File: src/hw/rtl/fss_pkg.sv
// ----------------------------------------------------------------------------
// fss_pkg: shared types, constants and helpers of the fuzzy subsequence scorer
// Sizes, bonus weights, ASCII codes and the column broadcast word.
// ----------------------------------------------------------------------------
package fss_pkg;

  localparam int MAX_PATTERN = 32;
  localparam int CHAR_BITS   = 16;
  localparam int SLOT_W      = $clog2(MAX_PATTERN);
  localparam int LEN_W       = 6;
  localparam int SCORE_W     = 12;
  localparam int RUN_W       = 5;
  localparam int SEEN_W      = 6;
  localparam int GAIN_W      = 8;
  localparam int BONUS_W     = 4;

  localparam logic [SCORE_W-1:0] SCORE_MAX = '1;
  localparam logic [RUN_W-1:0]   RUN_MAX   = '1;
  localparam logic [SEEN_W-1:0]  SEEN_MAX  = '1;

  // Bonus weights
  localparam logic [BONUS_W-1:0] BONUS_FIRST = 4'd8;
  localparam logic [BONUS_W-1:0] BONUS_BSL   = 4'd5;
  localparam logic [BONUS_W-1:0] BONUS_SEP   = 4'd4;
  localparam logic [BONUS_W-1:0] BONUS_DOT   = 4'd3;
  localparam logic [BONUS_W-1:0] BONUS_CAMEL = 4'd4;
  localparam logic [BONUS_W-1:0] BONUS_NONE  = 4'd0;

  // ASCII codes
  localparam logic [CHAR_BITS-1:0] CH_UP_A  = CHAR_BITS'(8'h41);
  localparam logic [CHAR_BITS-1:0] CH_UP_Z  = CHAR_BITS'(8'h5A);
  localparam logic [CHAR_BITS-1:0] CH_LO_A  = CHAR_BITS'(8'h61);
  localparam logic [CHAR_BITS-1:0] CH_LO_Z  = CHAR_BITS'(8'h7A);
  localparam logic [CHAR_BITS-1:0] CH_BSL   = CHAR_BITS'(8'h5C);
  localparam logic [CHAR_BITS-1:0] CH_SPACE = CHAR_BITS'(8'h20);
  localparam logic [CHAR_BITS-1:0] CH_UNDER = CHAR_BITS'(8'h5F);
  localparam logic [CHAR_BITS-1:0] CH_DOT   = CHAR_BITS'(8'h2E);
  localparam logic [CHAR_BITS-1:0] CASE_OFS = CHAR_BITS'(8'h20);

  // Word kind carried on in_tuser
  localparam logic MODE_PATTERN = 1'b0;
  localparam logic MODE_TARGET  = 1'b1;

  // Broadcast from the control logic to every cell
  typedef struct packed {
    logic                 step;   // advance one column
    logic                 clear;  // drop the column after this step
    logic                 first;  // first target position
    logic [CHAR_BITS-1:0] chr;    // target or pattern character
    logic [BONUS_W-1:0]   bonus;  // position bonus shared by all rows
  } fss_bcast_t;

  function automatic logic is_upper(input logic [CHAR_BITS-1:0] c);
    return (c >= CH_UP_A) && (c <= CH_UP_Z);
  endfunction

  function automatic logic is_lower(input logic [CHAR_BITS-1:0] c);
    return (c >= CH_LO_A) && (c <= CH_LO_Z);
  endfunction

  function automatic logic [CHAR_BITS-1:0] fold(input logic [CHAR_BITS-1:0] c);
    return is_upper(c) ? c + CASE_OFS : c;
  endfunction

endpackage

File: src/hw/rtl/fss_cell.sv
// ----------------------------------------------------------------------------
// fss_cell: one pattern row of the scoring column
// Holds the row's pattern character, best score and run length.
// ----------------------------------------------------------------------------
module fss_cell (
  input  logic                            clk,
  input  logic                            rst_n,
  input  fss_pkg::fss_bcast_t             bcast,
  input  logic                            load_en,
  input  logic                            is_head,
  input  logic [fss_pkg::SCORE_W-1:0]     diag_score,
  input  logic [fss_pkg::RUN_W-1:0]       diag_run,
  output logic [fss_pkg::SCORE_W-1:0]     cur_score,
  output logic [fss_pkg::RUN_W-1:0]       cur_run,
  output logic [fss_pkg::SCORE_W-1:0]     step_score
);
  import fss_pkg::*;

  logic [CHAR_BITS-1:0] pat_r;
  logic [SCORE_W-1:0]   score_r, score_nxt;
  logic [RUN_W-1:0]     run_r, run_nxt;

  logic [SCORE_W-1:0]   left, diag;
  logic [RUN_W-1:0]     run;
  logic                 match, take;
  logic [GAIN_W-1:0]    gain;
  logic [SCORE_W:0]     sum;
  logic [SCORE_W-1:0]   new_score;
  logic [RUN_W-1:0]     new_run;

  always_comb begin
    left  = bcast.first ? '0 : score_r;
    diag  = bcast.first ? '0 : diag_score;
    run   = bcast.first ? '0 : diag_run;
    match = (fold(pat_r) == fold(bcast.chr)) && (is_head || (diag != '0));
    // 1 + 5*run + same case + position bonus
    gain  = GAIN_W'(1) + GAIN_W'({run, 2'b00}) + GAIN_W'(run)
          + GAIN_W'(pat_r == bcast.chr) + GAIN_W'(bcast.bonus);
    sum   = {1'b0, diag} + (SCORE_W+1)'(gain);
    take  = match && ({1'b0, left} <= sum);
    if (take) begin
      new_score = sum[SCORE_W] ? SCORE_MAX : sum[SCORE_W-1:0];
      new_run   = (run == RUN_MAX) ? RUN_MAX : run + RUN_W'(1);
    end else begin
      new_score = left;
      new_run   = '0;
    end
    score_nxt = score_r;
    run_nxt   = run_r;
    if (bcast.step) begin
      score_nxt = bcast.clear ? '0 : new_score;
      run_nxt   = bcast.clear ? '0 : new_run;
    end
  end

  always_ff @(posedge clk) begin
    if (!rst_n) begin
      score_r <= '0;
      run_r   <= '0;
    end else begin
      score_r <= score_nxt;
      run_r   <= run_nxt;
    end
  end

  // Pattern character: no reset, written on load only
  always_ff @(posedge clk) begin
    if (load_en) begin
      pat_r <= bcast.chr;
    end
  end

  assign cur_score  = score_r;
  assign cur_run    = run_r;
  assign step_score = new_score;

endmodule

File: src/hw/rtl/fuzzy_subsequence_scorer_unit.sv
// ----------------------------------------------------------------------------
// fuzzy_subsequence_scorer_unit: fuzzy match scorer, one cell per pattern row
// Loads pattern characters, then scores a streamed target one column a word.
// ----------------------------------------------------------------------------
//
//  Channel | Direction | Handshake           | Carries
//  --------+-----------+---------------------+-------------------------------
//  in_     | slave     | in_tvalid/in_tready | pattern or target character
//  out_    | master    | out_tvalid/out_tready | final score of one target
//  cfg_    | write     | cfg_we              | pattern_length
//
//  Every accepted input word is processed in the cycle it is taken: all
//  MAX_PATTERN cells update one column together, each from its upper
//  neighbor's registered score and run. Sustained rate is one word a cycle
//  while in_tready is high. The result of a target word marked tlast sits in
//  the output register in the next cycle. in_tready drops only while that
//  register holds an untaken result. Reset (rst_n low, synchronous) clears
//  the column, previous character, count, pattern length (to 1) and the
//  output valid flag; pattern characters and output payload keep their value.
//
module fuzzy_subsequence_scorer_unit (
  input  logic                          clk,
  input  logic                          rst_n,
  // in_tdata: [15:0] char_code, [20:16] pattern_slot, [23:21] zero
  input  logic [23:0]                   in_tdata,
  // in_tuser: [0] mode (0 pattern load, 1 target character)
  input  logic                          in_tuser,
  input  logic                          in_tlast,    // end_of_target
  input  logic                          in_tvalid,
  output logic                          in_tready,
  // out_tdata: [11:0] match_score, [15:12] zero
  output logic [15:0]                   out_tdata,
  output logic                          out_tvalid,
  input  logic                          out_tready,
  input  logic                          cfg_we,
  input  logic [fss_pkg::LEN_W-1:0]     cfg_wdata    // pattern_length
);
  import fss_pkg::*;

  // Split the input word
  logic [CHAR_BITS-1:0] in_char;
  logic [SLOT_W-1:0]    in_slot;
  logic                 in_acc;
  logic                 tgt_step;

  assign in_char  = in_tdata[CHAR_BITS-1:0];
  assign in_slot  = in_tdata[CHAR_BITS +: SLOT_W];
  assign in_acc   = in_tvalid && in_tready;
  assign tgt_step = in_acc && (in_tuser == MODE_TARGET);

  // Control state
  logic [LEN_W-1:0]     len_r, len_nxt;
  logic [CHAR_BITS-1:0] prev_r, prev_nxt;
  logic [SEEN_W-1:0]    seen_r, seen_nxt, seen_inc;
  logic                 ovld_r, ovld_nxt;
  logic [SCORE_W-1:0]   odata_r, odata_nxt;

  logic                 first;
  logic [BONUS_W-1:0]   bonus;
  fss_bcast_t           bcast;

  assign first = (seen_r == '0);

  // Position bonus: first position, else from the previous target character (camel case also checks the current one)
  always_comb begin
    priority if (first) begin
      bonus = BONUS_FIRST;
    end else if (prev_r == CH_BSL) begin
      bonus = BONUS_BSL;
    end else if ((prev_r == CH_SPACE) || (prev_r == CH_UNDER)) begin
      bonus = BONUS_SEP;
    end else if (prev_r == CH_DOT) begin
      bonus = BONUS_DOT;
    end else if (is_lower(prev_r) && is_upper(in_char)) begin
      bonus = BONUS_CAMEL;
    end else begin
      bonus = BONUS_NONE;
    end
  end

  always_comb begin
    bcast.step  = tgt_step;
    bcast.clear = in_tlast;
    bcast.first = first;
    bcast.chr   = in_char;
    bcast.bonus = bonus;
  end

  // Row of cells, each fed by its upper neighbor
  logic [SCORE_W-1:0] cell_score [MAX_PATTERN];
  logic [RUN_W-1:0]   cell_run   [MAX_PATTERN];
  logic [SCORE_W-1:0] cell_step  [MAX_PATTERN];

  for (genvar p = 0; p < MAX_PATTERN; p++) begin : g_cell
    logic               load_en;
    logic [SCORE_W-1:0] diag_score;
    logic [RUN_W-1:0]   diag_run;

    assign load_en = in_acc && (in_tuser == MODE_PATTERN) && (in_slot == SLOT_W'(p));

    if (p == 0) begin : g_head
      assign diag_score = '0;
      assign diag_run   = '0;
    end else begin : g_body
      assign diag_score = cell_score[p-1];
      assign diag_run   = cell_run[p-1];
    end

    fss_cell u_cell (
      .clk        (clk),
      .rst_n      (rst_n),
      .bcast      (bcast),
      .load_en    (load_en),
      .is_head    (p == 0),
      .diag_score (diag_score),
      .diag_run   (diag_run),
      .cur_score  (cell_score[p]),
      .cur_run    (cell_run[p]),
      .step_score (cell_step[p])
    );
  end

  // Result selection: clamp length, pick the last active row
  logic [LEN_W-1:0]   len_eff;
  logic [SLOT_W-1:0]  row_sel;
  logic [SCORE_W-1:0] result;

  always_comb begin
    len_eff  = (len_r > LEN_W'(MAX_PATTERN)) ? LEN_W'(MAX_PATTERN) : len_r;
    row_sel  = SLOT_W'(len_eff - LEN_W'(1));
    seen_inc = (seen_r == SEEN_MAX) ? seen_r : seen_r + SEEN_W'(1);
    if ((len_eff == '0) || (seen_inc < SEEN_W'(len_eff))) begin
      result = '0;
    end else begin
      result = cell_step[row_sel];
    end
  end

  always_comb begin
    len_nxt   = cfg_we ? cfg_wdata : len_r;
    prev_nxt  = prev_r;
    seen_nxt  = seen_r;
    ovld_nxt  = ovld_r && !out_tready;
    odata_nxt = odata_r;
    if (tgt_step) begin
      prev_nxt = in_tlast ? '0 : in_char;
      seen_nxt = in_tlast ? '0 : seen_inc;
      if (in_tlast) begin
        ovld_nxt  = 1'b1;
        odata_nxt = result;
      end
    end
  end

  always_ff @(posedge clk) begin
    if (!rst_n) begin
      len_r  <= LEN_W'(1);
      prev_r <= '0;
      seen_r <= '0;
      ovld_r <= 1'b0;
    end else begin
      len_r  <= len_nxt;
      prev_r <= prev_nxt;
      seen_r <= seen_nxt;
      ovld_r <= ovld_nxt;
    end
  end

  // Output payload: no reset, qualified by ovld_r
  always_ff @(posedge clk) begin
    odata_r <= odata_nxt;
  end

  // Accept while the output register is free or being drained
  assign in_tready  = !ovld_r || out_tready;
  assign out_tvalid = ovld_r;
  assign out_tdata  = {4'b0000, odata_r};

endmodule

File: config.mk
export PLATFORM = sky130hd
export DESIGN_NAME = fuzzy_subsequence_scorer_unit
export DESIGN_NICKNAME = d
export VERILOG_FILES = /design/src/hw/rtl/fss_pkg.sv /design/src/hw/rtl/fss_cell.sv /design/src/hw/rtl/fuzzy_subsequence_scorer_unit.sv
export SDC_FILE = /design/constraint.sdc
export NUM_CORES = 2
export LEC_CHECK = 0
export ABC_AREA = 1
export ABC_CLOCK_PERIOD_IN_PS = 16900
export BUFFER_PORTS_ARGS = -buffer_cell sky130_fd_sc_hd__buf_4
export CAP_MARGIN = 15
export CORE_MARGIN = 2
export CORE_UTILIZATION = 40
export CTS_BUF_LIST = sky130_fd_sc_hd__clkbuf_16
export DETAILED_ROUTE_END_ITERATION = 16
export PLACE_DENSITY = 0.65
export SLEW_MARGIN = 20
export SYNTH_ARGS = -nofsm -noshare
export SYNTH_HDL_FRONTEND = slang
export SYNTH_SLANG_ARGS = --single-unit
File: constraint.sdc
create_clock -name clk -period 16.9 [get_ports clk]
set_input_delay 1.69 -clock clk [delete_from_list [all_inputs] [get_ports clk]]
set_output_delay 1.69 -clock clk [all_outputs]
set_load 0.01 [all_outputs]
==> results.md <==
- Status: complete, no violations
- Leakage: 52.8 nW
- Vias in the first global route: 87.5k
- Overall die height: 503 um
- Cts bufs inserted: 138
- DIE AREA: 0.253 mm2
- Post-synth ARST share: 0%
- Fin crit share: 62.1%
- H-tree depth: 4
- WL/cell: 18.9 um
- Post-synth cell types: 70
- Placed insts: 17.5k
- Largest net degree at the start of global routing: 173
- Register area share after synthesis: 27.0%
- FF+latch count, synth: 1082
- Slew Limit Headroom: 20.8%
- Combinational share of power: 11.9%
- Required time of the critical path: 17.51 ns
- Delay-heaviest family, CP: simple AND/OR/NAND/NOR gates
- Worst vdd ir: 0.109 mV
- Post-CTS setup buffer count: 0
- RePlAce Congestion: 0.982
- DRC: 0
- Total power divided by cell area: 61.4 mW/mm2
- Multi-input combinational cell area: 0.0634 mm2
- Skew-Pair Late Insertion Delay: 0.83 ns
- Syn Inst Count: 14.6k
- IO Pins: 55
- Die Wd: 503 um
- Global-route wire length before repair: 512000 um
- First DRT Iteration DRCs: 9499
- Crit. End Element: flop
- P&R area growth vs syn: 7.61%
- Root Driver: clkbuf_16
- Ys Warns: 0
- Maximum clock path buffer count: 3
- Tmin final: 10.49 ns
- Total Wirelength: 336000 um
- CTS sink count: 1082
- Initial antenna violation count: 14
- Slowest-stage cell, CP: buf_4
- Critical path class: in2reg
- Post-detail-place hpwl: 246000 um
- Fraction of final layout cells sized beyond drive strength 1: 5.54%
- Crit path top cell by count: nand3_1
- Post-CTS sizing: 0
- Fin. max-slew vios: 0
- CP Max Fanout: 31
- Tot GR Track Use: 25.9%
- Fin nets: 15.5k
- Vias: 96.2k
- Number of routed nets with antenna violations: 0
- Final Hold Viols: 0
- Grt total ovfl: 0
- Clock skew: 0.0486 ns
- Std-Cell Rows: 183
- Fin cells: 17.8k
- Critical Path AT: 11.10 ns
- Worst-margin pin slew: 1.18 ns
- Buf+Inv Stages, Crit Path: 9
- Maxcap violations: 0
- Router iterations before antenna repair: 6
- Core area: 0.248 mm2
- Setup-failing EPs final: 0
- CTS tree: yes
- Starting Density: 40.2%
- Switching share of power: 29.0%
- Startpoint Class: input port
- Hold_buf cts: 0
- Post-Syn Area per Cell: 6.83 um2
- Worst path max stage delay: 0.66 ns
- Post-Route Setup TNS: 0 ns
- Synthesized area: 0.0997 mm2
- Final hold slack: 0.461 ns
- FMAX: 0.0953 GHz
- Total area of sequential cells: 0.0269 mm2
- Ys flop type: dfxtp_1
- Psw: 0.00191 W
- Final design utilization: 43.2%
- # port buffers: 47
- Internal power: 0.00467 W
- Worst-path clk slew: 0.05 ns
- Clock Power Share: 46.2%
- Vias per cell: 5.41
- EDFF count, synth: 524
- Sequential share of power: 42.0%
- Tot Pwr: 0.00659 W
- RSZ-0062 raised after global routing: no
- HP Class: reg2reg
- Fillers: 26.1k
## cells by family after synthesis
family | count (synthesis) | synth area share [%]
AND/OR/NAND/NOR | 7831 | 34.2
XOR/XNOR | 489 | 4.30
other | 1 | 0.00376
buffers and inverters | 2390 | 9.65
AO/OA/AOI/OAI | 1642 | 8.83
flip-flops | 1082 | 27.0
adder cells (fa/ha/maj) | 1155 | 16.1
## placed cells by master, fill, tap and decap left out, types with 15 or more instances in the layout
master and instances:
nand3_2 22, nor3_1 144, clkinv_2 18, nor4_1 43
o22ai_1 21, nand2_2 15, inv_2 49, nand3_1 1339
xnor2_1 125, o21ai_0 268, ha_1 946, inv_1 1743
a21oi_1 1118, nand4_1 535, fa_1 208, buf_4 198
nand3b_1 40, clkinv_1 23, or2_2 193, o21bai_1 18
dfxtp_1 558, o211ai_1 74, xor2_1 362, edfxtp_1 524
nor2_1 1158, nor2_2 22, nor3_2 19, a21oi_2 22
nand2_1 4215, o21ai_1 36, clkbuf_16 142, o21a_1 36
## path summary, 6_finish.rpt
check                            startpoint                        endpoint  slack [ns]  cells after the start
min          g_cell[15].u_cell.cur_score[1]  g_cell[15].u_cell.cur_score[1]        0.46                      2
max reg2reg                       seen_r[0]                      odata_r[1]        6.73                     36
max                             in_tdata[4]                      odata_r[1]        6.41                     39
min reg2reg  g_cell[15].u_cell.cur_score[1]  g_cell[15].u_cell.cur_score[1]        0.46                      2
## synth_stat cells (all sizes together), types with 4 or more instances
cell type | number | area share (%)
nand3b | 40 | 0.30
a21o | 4 | 0.030
buf | 332 | 1.9
inv | 1768 | 6.7
nor2 | 1188 | 4.6
xor2 | 364 | 3.2
and2 | 14 | 0.088
nor4b | 9 | 0.079
ha | 947 | 12
a21oi | 1143 | 5.8
nor3b | 14 | 0.11
nor4 | 51 | 0.32
or4 | 11 | 0.083
nand4 | 538 | 3.4
o21ai | 305 | 1.5
a211oi | 5 | 0.038
a21boi | 9 | 0.075
o21a | 36 | 0.27
nand3 | 1364 | 7.0
clkbuf | 285 | 1.1
nor3 | 166 | 0.96
o22ai | 21 | 0.13
clkinv | 4 | 0.015
dfxtp | 558 | 11
or2 | 193 | 1.2
fa | 208 | 4.2
o211ai | 74 | 0.56
xnor2 | 125 | 1.1
and3 | 7 | 0.044
o21bai | 18 | 0.14
edfxtp | 524 | 16
a22oi | 8 | 0.060
nand2 | 4234 | 16
a31oi | 6 | 0.038
## power by group through the flow
stage	registers, W	clock network (W)	logic [W]
floorplan	0.00282	0	0.000437
global placement	0.00282	0	0.000755
detailed placement	0.00282	0	0.000756
CTS	0.00276	0.00307	0.000757
global route	0.00276	0.00317	0.000816
finish	0.00276	0.00304	0.000780
## state kept, by name, indices dropped and copies added (netlist names)
register,cells
g_cell.u_cell.cur_score,384
prev_r,16
out_tvalid,1
seen_r,6
len_r,6
odata_r,12
g_cell.u_cell.cur_run,145
g_cell.u_cell.pat_r,512
## worst register-to-register path, delay by kind of cell, from the launching register on
| family | cells | cell delay [ns] |
|---|---|---|
| AND/OR/NAND/NOR | 17 | 3.30 |
| adder cells (fa/ha/maj) | 6 | 1.89 |
| buffers and inverters | 8 | 2.51 |
| AO/OA/AOI/OAI | 4 | 1.57 |
| flip-flops | 1 | 0.43 |
| XOR/XNOR | 1 | 0.26 |
## layout make-up
cell class	count	share of cell area, %
clock inverter	112	0.954
tap	3330	3.88
timing repair buffer	203	1.48
inverter	1772	6.23
sequential	1082	25.1
clock buffer	142	3.31
antenna	5	0.0117
multi-input combinational	11100	59.1
## routing by layer
metal  vias to the layer above  GRT usage (%)  share of wire, %
li1                      47400              -                 -
met5                         -              0             0.024
met1                     44500           36.3                44
met2                      3676           40.0                43
met4                        12           9.76               4.0
met3                       643           4.01               8.8
## stage by stage
stage	setup WS (ns)	cell area (um2)
2_1_floorplan	7.42	99700
3_3_place_gp	5.83	103000
3_5_place_dp	5.80	103000
4_1_cts	6.64	107000
5_1_grt	5.90	107000
6_report	6.41	107000
No activity file was read; power rests on OpenSTA's default activity.
